[config.mk]
export PLATFORM = sky130hd
export DESIGN_NAME = msp_v1_reply_parser_telemetry_top
export DESIGN_NICKNAME = d
export VERILOG_FILES = /design/src/design/msprp_pkg.sv /design/src/design/msp_v1_reply_parser_telemetry_top.sv
export SDC_FILE = /design/constraint.sdc
export NUM_CORES = 1
export LEC_CHECK = 0
export BUFFER_PORTS_ARGS = -buffer_cell sky130_fd_sc_hd__clkbuf_2
export CAP_MARGIN = 20
export CELL_PAD_IN_SITES_DETAIL_PLACEMENT = 1
export CELL_PAD_IN_SITES_GLOBAL_PLACEMENT = 1
export CORE_AREA = 2 2 234 236
export DETAILED_ROUTE_END_ITERATION = 10
export DIE_AREA = 0 0 236 238
export GPL_TIMING_DRIVEN = 1
export PLACE_DENSITY = 0.63
export SLEW_MARGIN = 25
export SYNTH_ARGS = -nofsm -noshare
export SYNTH_HDL_FRONTEND = slang
export SYNTH_SLANG_ARGS = --single-unit
[constraint.sdc]
create_clock -name clock -period 9 [get_ports clock]
set_clock_uncertainty 0.05 [all_clocks]
set_input_delay 1.8 -clock clock [delete_from_list [all_inputs] [get_ports clock]]
set_output_delay 1.8 -clock clock [all_outputs]
set_load 0.03 [all_outputs]
[src/design/msprp_pkg.sv]
// ----------------------------------------------------------------------------
// msprp_pkg
// shared constants and types for the msp v1 reply parser with telemetry
// ----------------------------------------------------------------------------
package msprp_pkg;

   // parser phase codes
   localparam logic [2:0] PH_HUNT    = 3'd0;
   localparam logic [2:0] PH_DOLLAR  = 3'd1;
   localparam logic [2:0] PH_EMM     = 3'd2;
   localparam logic [2:0] PH_LEN     = 3'd3;
   localparam logic [2:0] PH_CMD     = 3'd4;
   localparam logic [2:0] PH_PAYLOAD = 3'd5;
   localparam logic [2:0] PH_CHECK   = 3'd6;

   // preamble characters
   localparam logic [7:0] CHAR_DOLLAR = 8'h24;
   localparam logic [7:0] CHAR_M      = 8'h4D;
   localparam logic [7:0] CHAR_GT     = 8'h3E;
   localparam logic [7:0] CHAR_X      = 8'h58;

   // reply commands
   localparam logic [7:0] CMD_API_VERSION = 8'h02;
   localparam logic [7:0] CMD_STATUS      = 8'h65;
   localparam logic [7:0] CMD_BATTERY     = 8'h82;

   // minimum payload lengths for applied commands
   localparam logic [7:0] STATUS_MIN_LEN  = 8'd7;
   localparam logic [7:0] BATTERY_MIN_LEN = 8'd11;

   // payload positions kept for later use
   localparam logic [7:0] POS_CAP_LO  = 8'd4;
   localparam logic [7:0] POS_CAP_HI  = 8'd5;
   localparam logic [7:0] POS_FLAGS   = 8'd6;
   localparam logic [7:0] POS_VOLT_LO = 8'd9;
   localparam logic [7:0] POS_VOLT_HI = 8'd10;

   // register map
   localparam int         CSR_ADDR_W         = 3;
   localparam logic       REG_FRESH_WINDOW   = 1'b0;
   localparam logic       REG_VOLT_OVERRIDE  = 1'b1;
   localparam logic [15:0] FRESH_WINDOW_RST  = 16'd1000;
   localparam logic [15:0] VOLT_OVERRIDE_RST = 16'd1800;

   // one result, first field in the highest bit
   typedef struct packed {
      logic        v2_seen;
      logic        voltage_valid;
      logic        fc_present;
      logic [15:0] battery_mv;
      logic [15:0] capacity_x10;
      logic        armed;
      logic [7:0]  frame_command;
      logic        checksum_bad;
      logic        frame_ok;
   } result_type;

   localparam int RESULT_W = $bits(result_type);
   localparam int RSP_W    = ((RESULT_W + 7) / 8) * 8;

   // times ten, wrapped to 16 bits
   function automatic logic [15:0] times_ten(input logic [15:0] v);
      logic [15:0] a;
      logic [15:0] b;
      a = {v[12:0], 3'b000};
      b = {v[14:0], 1'b0};
      return a + b;
   endfunction

endpackage

[src/design/msp_v1_reply_parser_telemetry_top.sv]
// ----------------------------------------------------------------------------
// msp_v1_reply_parser_telemetry_top
// byte-wise msp v1 reply parser that latches arm, battery and freshness status
// ----------------------------------------------------------------------------
// Each request carries one received uart byte and the current time in ms. The
// byte advances a small parser that hunts for the '$','M','>' preamble, then
// takes length, command, payload and an xor checksum over length, command and
// payload. A good status reply (len >= 7) latches the arm bit, a good battery
// reply (len >= 11) latches capacity*10 and voltage*10 (16-bit wrap), and
// status, battery and api version replies stamp the receive time. Every
// request gives exactly one result, registered in the output register, with
// the frame flags, the latched values and the fresh/valid status as seen
// after that byte. A request is taken in every cycle the output register is
// empty or being drained, so the block runs at one byte per clock; the only
// thing that holds it back is the result side stalling. After a bad checksum
// the parser resumes hunting with the next byte. The two 16-bit registers
// (fresh window at 0x0, voltage override at 0x4) are written over the csr port
// and read back zero-extended.
// ----------------------------------------------------------------------------
module msp_v1_reply_parser_telemetry_top (
   input  logic                                 clock,
   input  logic                                 reset,
   // request channel
   input  logic                                 req_tvalid,
   output logic                                 req_tready,
   input  logic [39:0]                          req_tdata,   // rx_byte, now_ms
   // result channel
   output logic                                 rsp_tvalid,
   input  logic                                 rsp_tready,
   // frame_ok, checksum_bad, frame_command, armed, capacity_x10, battery_mv,
   // fc_present, voltage_valid, v2_seen, zero pad
   output logic [msprp_pkg::RSP_W-1:0]          rsp_tdata,
   // csr port
   input  logic                                 csr_psel,
   input  logic                                 csr_penable,
   input  logic                                 csr_pwrite,
   input  logic [msprp_pkg::CSR_ADDR_W-1:0]     csr_paddr,
   input  logic [31:0]                          csr_pwdata,
   output logic [31:0]                          csr_prdata,
   output logic                                 csr_pready
);

   // request fields
   logic [7:0]  rx_byte;
   logic [31:0] now_ms;
   logic        req_fire;

   // config registers
   logic [15:0] fresh_window_ff;
   logic [15:0] volt_override_ff;
   logic        csr_wr;

   // parser state
   logic [2:0]  phase_ff, phase_in;
   logic [7:0]  length_ff, length_in;
   logic [7:0]  command_ff, command_in;
   logic [7:0]  position_ff, position_in;
   logic [7:0]  xor_ff, xor_in;
   logic [7:0]  cap_lo_ff, cap_lo_in;
   logic [7:0]  cap_hi_ff, cap_hi_in;
   logic [7:0]  flags_ff, flags_in;
   logic [7:0]  volt_lo_ff, volt_lo_in;
   logic [7:0]  volt_hi_ff, volt_hi_in;

   // telemetry state
   logic        armed_ff, armed_in;
   logic [15:0] capacity_ff, capacity_in;
   logic [15:0] voltage_ff, voltage_in;
   logic [31:0] reply_time_ff, reply_time_in;
   logic [31:0] battery_time_ff, battery_time_in;
   logic        v2_ff, v2_in;

   // result register
   logic                     rsp_valid_ff, rsp_valid_in;
   msprp_pkg::result_type    result_ff, result_in;

   // per-byte scratch
   logic [7:0]  next_pos;
   logic [31:0] reply_age;
   logic [31:0] battery_age;

   assign rx_byte  = req_tdata[7:0];
   assign now_ms   = req_tdata[39:8];

   // output register frees up when empty or drained this cycle
   assign req_tready = !rsp_valid_ff || rsp_tready;
   assign req_fire   = req_tvalid && req_tready;

   assign rsp_tvalid = rsp_valid_ff;
   assign rsp_tdata  = {{(msprp_pkg::RSP_W - msprp_pkg::RESULT_W){1'b0}}, result_ff};

   // ---------------------------------------------------------------- csr port
   assign csr_pready = 1'b1;
   assign csr_wr     = csr_psel && csr_penable && csr_pwrite && csr_pready;

   always_comb begin
      unique case (csr_paddr[2])
         msprp_pkg::REG_FRESH_WINDOW:  csr_prdata = {16'b0, fresh_window_ff};
         msprp_pkg::REG_VOLT_OVERRIDE: csr_prdata = {16'b0, volt_override_ff};
         default:                      csr_prdata = 32'b0;
      endcase
   end

   always_ff @(posedge clock) begin
      if (reset) begin
         fresh_window_ff  <= msprp_pkg::FRESH_WINDOW_RST;
         volt_override_ff <= msprp_pkg::VOLT_OVERRIDE_RST;
      end else if (csr_wr) begin
         if (csr_paddr[2] == msprp_pkg::REG_FRESH_WINDOW) begin
            fresh_window_ff <= csr_pwdata[15:0];
         end else begin
            volt_override_ff <= csr_pwdata[15:0];
         end
      end
   end

   // ------------------------------------------------------------ byte parser
   always_comb begin
      phase_in        = phase_ff;
      length_in       = length_ff;
      command_in      = command_ff;
      position_in     = position_ff;
      xor_in          = xor_ff;
      cap_lo_in       = cap_lo_ff;
      cap_hi_in       = cap_hi_ff;
      flags_in        = flags_ff;
      volt_lo_in      = volt_lo_ff;
      volt_hi_in      = volt_hi_ff;
      armed_in        = armed_ff;
      capacity_in     = capacity_ff;
      voltage_in      = voltage_ff;
      reply_time_in   = reply_time_ff;
      battery_time_in = battery_time_ff;
      v2_in           = v2_ff;
      next_pos        = position_ff + 8'd1;

      result_in               = '0;

      unique case (phase_ff)
         msprp_pkg::PH_DOLLAR: begin
            if (rx_byte == msprp_pkg::CHAR_M) begin
               phase_in = msprp_pkg::PH_EMM;
            end else if (rx_byte == msprp_pkg::CHAR_X) begin
               // v2 preamble seen, stays sticky
               v2_in    = 1'b1;
               phase_in = msprp_pkg::PH_HUNT;
            end else if (rx_byte == msprp_pkg::CHAR_DOLLAR) begin
               phase_in = msprp_pkg::PH_DOLLAR;
            end else begin
               phase_in = msprp_pkg::PH_HUNT;
            end
         end
         msprp_pkg::PH_EMM: begin
            if (rx_byte == msprp_pkg::CHAR_GT) begin
               phase_in = msprp_pkg::PH_LEN;
            end else if (rx_byte == msprp_pkg::CHAR_DOLLAR) begin
               phase_in = msprp_pkg::PH_DOLLAR;
            end else begin
               phase_in = msprp_pkg::PH_HUNT;
            end
         end
         msprp_pkg::PH_LEN: begin
            length_in = rx_byte;
            xor_in    = rx_byte;
            phase_in  = msprp_pkg::PH_CMD;
         end
         msprp_pkg::PH_CMD: begin
            command_in  = rx_byte;
            xor_in      = xor_ff ^ rx_byte;
            position_in = 8'd0;
            phase_in    = (length_ff == 8'd0) ? msprp_pkg::PH_CHECK : msprp_pkg::PH_PAYLOAD;
         end
         msprp_pkg::PH_PAYLOAD: begin
            // keep only the payload bytes the applied commands look at
            if (position_ff == msprp_pkg::POS_CAP_LO)  cap_lo_in  = rx_byte;
            if (position_ff == msprp_pkg::POS_CAP_HI)  cap_hi_in  = rx_byte;
            if (position_ff == msprp_pkg::POS_FLAGS)   flags_in   = rx_byte;
            if (position_ff == msprp_pkg::POS_VOLT_LO) volt_lo_in = rx_byte;
            if (position_ff == msprp_pkg::POS_VOLT_HI) volt_hi_in = rx_byte;
            xor_in      = xor_ff ^ rx_byte;
            position_in = next_pos;
            if (next_pos >= length_ff) begin
               phase_in = msprp_pkg::PH_CHECK;
            end
         end
         msprp_pkg::PH_CHECK: begin
            result_in.frame_command = command_ff;
            if (xor_ff == rx_byte) begin
               result_in.frame_ok = 1'b1;
               priority if (command_ff == msprp_pkg::CMD_STATUS &&
                            length_ff >= msprp_pkg::STATUS_MIN_LEN) begin
                  armed_in      = flags_ff[0];
                  reply_time_in = now_ms;
               end else if (command_ff == msprp_pkg::CMD_BATTERY &&
                            length_ff >= msprp_pkg::BATTERY_MIN_LEN) begin
                  capacity_in     = msprp_pkg::times_ten({cap_hi_ff, cap_lo_ff});
                  voltage_in      = msprp_pkg::times_ten({volt_hi_ff, volt_lo_ff});
                  reply_time_in   = now_ms;
                  battery_time_in = now_ms;
               end else if (command_ff == msprp_pkg::CMD_API_VERSION) begin
                  reply_time_in = now_ms;
               end
            end else begin
               result_in.checksum_bad = 1'b1;
            end
            phase_in = msprp_pkg::PH_HUNT;
         end
         default: begin
            // hunting for the dollar sign
            phase_in = (rx_byte == msprp_pkg::CHAR_DOLLAR) ? msprp_pkg::PH_DOLLAR
                                                           : msprp_pkg::PH_HUNT;
         end
      endcase

      // status after this byte, ages wrap modulo 2^32
      reply_age   = now_ms - reply_time_in;
      battery_age = now_ms - battery_time_in;

      result_in.armed         = armed_in;
      result_in.capacity_x10  = capacity_in;
      result_in.battery_mv    = voltage_in;
      result_in.fc_present    = (reply_time_in != 32'd0) &&
                                (reply_age <= {16'b0, fresh_window_ff});
      result_in.voltage_valid = (voltage_in > volt_override_ff) &&
                                (battery_age <= {16'b0, fresh_window_ff});
      result_in.v2_seen       = v2_in;
   end

   // result register valid
   always_comb begin
      if (req_fire) begin
         rsp_valid_in = 1'b1;
      end else if (rsp_tready) begin
         rsp_valid_in = 1'b0;
      end else begin
         rsp_valid_in = rsp_valid_ff;
      end
   end

   always_ff @(posedge clock) begin
      if (reset) begin
         phase_ff        <= msprp_pkg::PH_HUNT;
         length_ff       <= 8'd0;
         command_ff      <= 8'd0;
         position_ff     <= 8'd0;
         xor_ff          <= 8'd0;
         armed_ff        <= 1'b0;
         capacity_ff     <= 16'd0;
         voltage_ff      <= 16'd0;
         reply_time_ff   <= 32'd0;
         battery_time_ff <= 32'd0;
         v2_ff           <= 1'b0;
         rsp_valid_ff    <= 1'b0;
      end else begin
         rsp_valid_ff <= rsp_valid_in;
         if (req_fire) begin
            phase_ff        <= phase_in;
            length_ff       <= length_in;
            command_ff      <= command_in;
            position_ff     <= position_in;
            xor_ff          <= xor_in;
            armed_ff        <= armed_in;
            capacity_ff     <= capacity_in;
            voltage_ff      <= voltage_in;
            reply_time_ff   <= reply_time_in;
            battery_time_ff <= battery_time_in;
            v2_ff           <= v2_in;
         end
      end
   end

   // payload registers, no reset
   always_ff @(posedge clock) begin
      if (req_fire) begin
         cap_lo_ff  <= cap_lo_in;
         cap_hi_ff  <= cap_hi_in;
         flags_ff   <= flags_in;
         volt_lo_ff <= volt_lo_in;
         volt_hi_ff <= volt_hi_in;
         result_ff  <= result_in;
      end
   end

   // ------------------------------------------------------------- assertions
   a_flags_exclusive: assert property (@(posedge clock) disable iff (reset)
      rsp_valid_ff |-> !(result_ff.frame_ok && result_ff.checksum_bad))
      else $error("frame_ok and checksum_bad both set");

   a_check_reports: assert property (@(posedge clock) disable iff (reset)
      (req_fire && phase_ff == msprp_pkg::PH_CHECK) |=>
         (rsp_valid_ff && (result_ff.frame_ok || result_ff.checksum_bad)))
      else $error("checksum byte gave no frame report");

   a_cmd_zero: assert property (@(posedge clock) disable iff (reset)
      (rsp_valid_ff && !result_ff.frame_ok && !result_ff.checksum_bad) |->
         (result_ff.frame_command == 8'd0))
      else $error("frame_command set without a completed frame");

   a_v2_sticky: assert property (@(posedge clock) disable iff (reset)
      v2_ff |=> v2_ff)
      else $error("v2 flag cleared outside reset");

   a_hunt_after_check: assert property (@(posedge clock) disable iff (reset)
      (req_fire && phase_ff == msprp_pkg::PH_CHECK) |=>
         (phase_ff == msprp_pkg::PH_HUNT))
      else $error("parser did not return to hunting after checksum");

endmodule

==> out/results.txt <==
status: finished clean
most used routing layer: met2
Post-Synth XOR/XNOR Area: 0.0418
EDFF count, synth: 77
CP max FO: 29
Mapped Avg Cell Area: 8.39 µm²
max-cap violation count: 0
post-route clock period utilization: 0.873
RSZ-0062 raised after global routing: false
DRT Pass-1 Iters: 8
cts bufs inserted: 31
total power: 2.94 mW
simple-gate area share of the yosys netlist: 0.184
Resized Gates After CTS: 0
worst path required time: 9.30 ns
Post-Syn Area: 15900 µm²
Routed Wire Length: 52100 µm
worst slew pin tran: 1.02 ns
Worst Setup Start Kind: primary input
Critical Path End Type: register
CTS tree: yes
Finished Core Util: 0.341
floorplan row count: 85
share of synthesized area spent on multiplexers: 0.0468
#FFs+latches synth: 243
Worst Setup SP: req_tdata[1]
Critical Setup Path Class: in -> reg
via count: 14100
FF-to-FF setup slack: 2.00 ns
DRC: 0
multi-input logic area: 9570 µm²
Sink Count: 243
sequential cell area: 5640 µm²
Post-Synth Adder-Cell Area: 0.121
Core ar.: 53500 µm²
layout cells sized above 1: 0.112
R2R Path End: rsp_tdata[43]
Hold Vio Cnt, Final: 0
CTS max path bufs: 3
Tmin final: 7.86 ns
non-filler instance count after layout: 2712
ys async rst share: 0
die height: 238 µm
Setup crit end: rsp_tdata[43]
Total GRT Usage: 0.183
Final GP Congestion: 0.856
Cells after Synth: 1897
met3 global-route usage: 0.0246
complex-gate fraction of the synthesized area: 0.201
met1 usage in global routing: 0.228
Initial Utilization: 0.298
Pwr per Cell Area: 161 nW/µm²
# fillers: 6357
Leak: 7.69 nW
dpl hpwl: 39400 µm
Die Width: 236 µm
Post-CTS Setup Bufs: 0
Die ar.: 56200 µm²
crit path DAT: 8.16 ns
sequential-to-total area share from yosys stat: 0.354
H-Tree Depth: 1
first-pass GRT wire length: 81800 µm
met2 global-route usage: 0.327
Setup-failing EPs final: 0
slew margin rel.: 0.317
Routed Antenna Nets: 0
vias per cell: 5.20
Cells after DPL: 2653
Skew-Pair Late Insertion Delay: 0.60 ns
CTS clk-pin slew, worst paths: 0.06 ns
r2r worst-path depth: 27
post-synthesis cell type count: 80
IO buf count: 127
main combinational cell family by area after synthesis: compound AO/OA/AOI/OAI gates
largest net degree at the start of global routing: 86
setup TNS: 0 ns
CTS Hold Bufs: 0
fmax: 127 MHz
GRT Residual Overflow: 0
Max IR drop VDD: 145 µV
Min-Delay Path Class: reg -> reg
vias in the first global route: 14700
Syn. warnings: 0
Root Driver: clkbuf_16
Synth Flop Type: dfxtp_1
I/O pin count: 165
Area Overhead vs Synth: 14.6%
reg-to-reg startpoint: length_ff[1]
wire per inst: 19.2 µm
max-slew violation count: 0
DR iter-0 viols: 621
nets: 2224
initial antenna violation count: 1
-- layout by cell type (no fill, tap or decap), types with 44 or more instances in the layout --
cell and count:
a21o_1 44, a21oi_1 173, clkbuf_2 126, dfxtp_1 166, edfxtp_1 77, ha_1 148, inv_1 86, mux2i_1 70
nand2_1 281, nor2_1 164, o21ai_0 111
-- worst max-delay path, stage by stage --
cell and delay (ns):
clkbuf_2 0.29, xor2_1 0.21, nor4_2 0.09, nand3_1 0.14, a21o_2 0.37, buf_4 0.53
nand2_1 0.10, o21ai_1 0.14, ha_1 0.21, fa_1 0.27, nor2b_4 0.06, o31a_1 0.26
or4_4 0.45, a31o_2 0.27, a21o_1 0.18, a21oi_1 0.17, xnor2_1 0.14, ha_1 0.26
nor2b_1 0.13, o21ai_0 0.15, a21oi_1 0.09, o211a_1 0.21, a2111oi_0 0.50, buf_4 0.19
o2111ai_1 0.16, a2111o_1 0.45, a2111oi_2 0.32
-- layer usage --
layer | vias up | routed length, µm
met1 | 6879 | 23300
met3 | 79 | 1690
li1 | 6932 | -
met5 | - | 0
met2 | 201 | 25400
met4 | 0 | 1710
-- how the worst min path moves through the flow --
stage | startpoint | endpoint | slack, ns | cells after the start
final | battery_time_ff[22] | battery_time_ff[22] | 0.40 | 2
after global routing | battery_time_ff[14] | battery_time_ff[14] | 0.42 | 2
after CTS | battery_time_ff[30] | battery_time_ff[30] | 0.40 | 2
after detailed placement | battery_time_ff[30] | battery_time_ff[30] | 0.39 | 2
after global placement | battery_time_ff[16] | battery_time_ff[16] | 0.39 | 2
after floorplan | battery_time_ff[10] | battery_time_ff[10] | 0.38 | 2
-- registers in the layout (all words and copies together), names as in the netlist, 16 cells and up --
signal / flops
rsp_tdata: 46
reply_time_ff: 32
capacity_ff: 16
battery_time_ff: 32
volt_override_ff: 16
voltage_ff: 16
fresh_window_ff: 16
-- synth_stat cells, drive strengths merged (4+ instances only) --
library cell	number	area [µm²]
a2111oi	5	51.3
a211oi	40	300
a21boi	5	37.5
a21o	45	338
a21oi	173	866
a22oi	12	90.1
a31o	4	35.0
a31oi	5	31.3
and2	23	144
and3	10	62.6
buf	27	179
clkbuf	79	297
dfxtp	166	3320
edfxtp	77	2310
fa	4	80.1
ha	148	1850
inv	87	327
mux2i	70	701
nand2	281	1050
nand2b	17	106
nand3	27	135
nand4	28	175
nor2	165	619
nor2b	13	88.8
nor3	24	120
nor3b	5	37.5
nor4	24	163
o2111ai	5	43.8
o211a	6	60.1
o211ai	15	113
o21a	13	97.6
o21ai	130	651
o21bai	14	105
o22ai	4	25.0
o31a	5	52.6
o41ai	5	43.8
or2	7	43.8
xnor2	40	350
xor2	36	315
-- power by group --
part | internal, mW | switching (mW)
sequential | 1.15 | 0.0174
clock | 0.750 | 0.527
combinational | 0.176 | 0.317
total | 2.08 | 0.861
-- per-stage QoR --
| stage | hold slack, ns | setup slack [ns] | area, µm² |
|---|---|---|---|
| CTS | 0.403 | 1.11 | 18200 |
| global placement | 0.388 | 0.556 | 17200 |
| floorplan | 0.382 | 1.43 | 16000 |
| detailed placement | 0.394 | 0.472 | 17200 |
| finish | 0.403 | 1.14 | 18200 |
| global route | 0.422 | 0.669 | 18200 |
-- final cells by class --
| class | count | share of cell area |
|---|---|---|
| Timing Repair Buffer | 149 | 0.0440 |
| Multi-Input combinational cell | 1478 | 0.525 |
| Antenna cell | 1 | 0.000137 |
| Clock buffer | 39 | 0.0464 |
| Sequential cell | 243 | 0.309 |
| Clock inverter | 19 | 0.0102 |
| Tap cell | 696 | 0.0477 |
| Inverter | 87 | 0.0180 |
-- cells by family after synthesis --
logic type               count (synthesis)
AND/OR/NAND/NOR                        645
buffers and inverters                  193
flip-flops                             243
other                                    2
XOR/XNOR                                76
adder cells (fa/ha/maj)                152
multiplexers                            73
AO/OA/AOI/OAI                          513
Note: power is estimated with default switching activity, not from simulation.
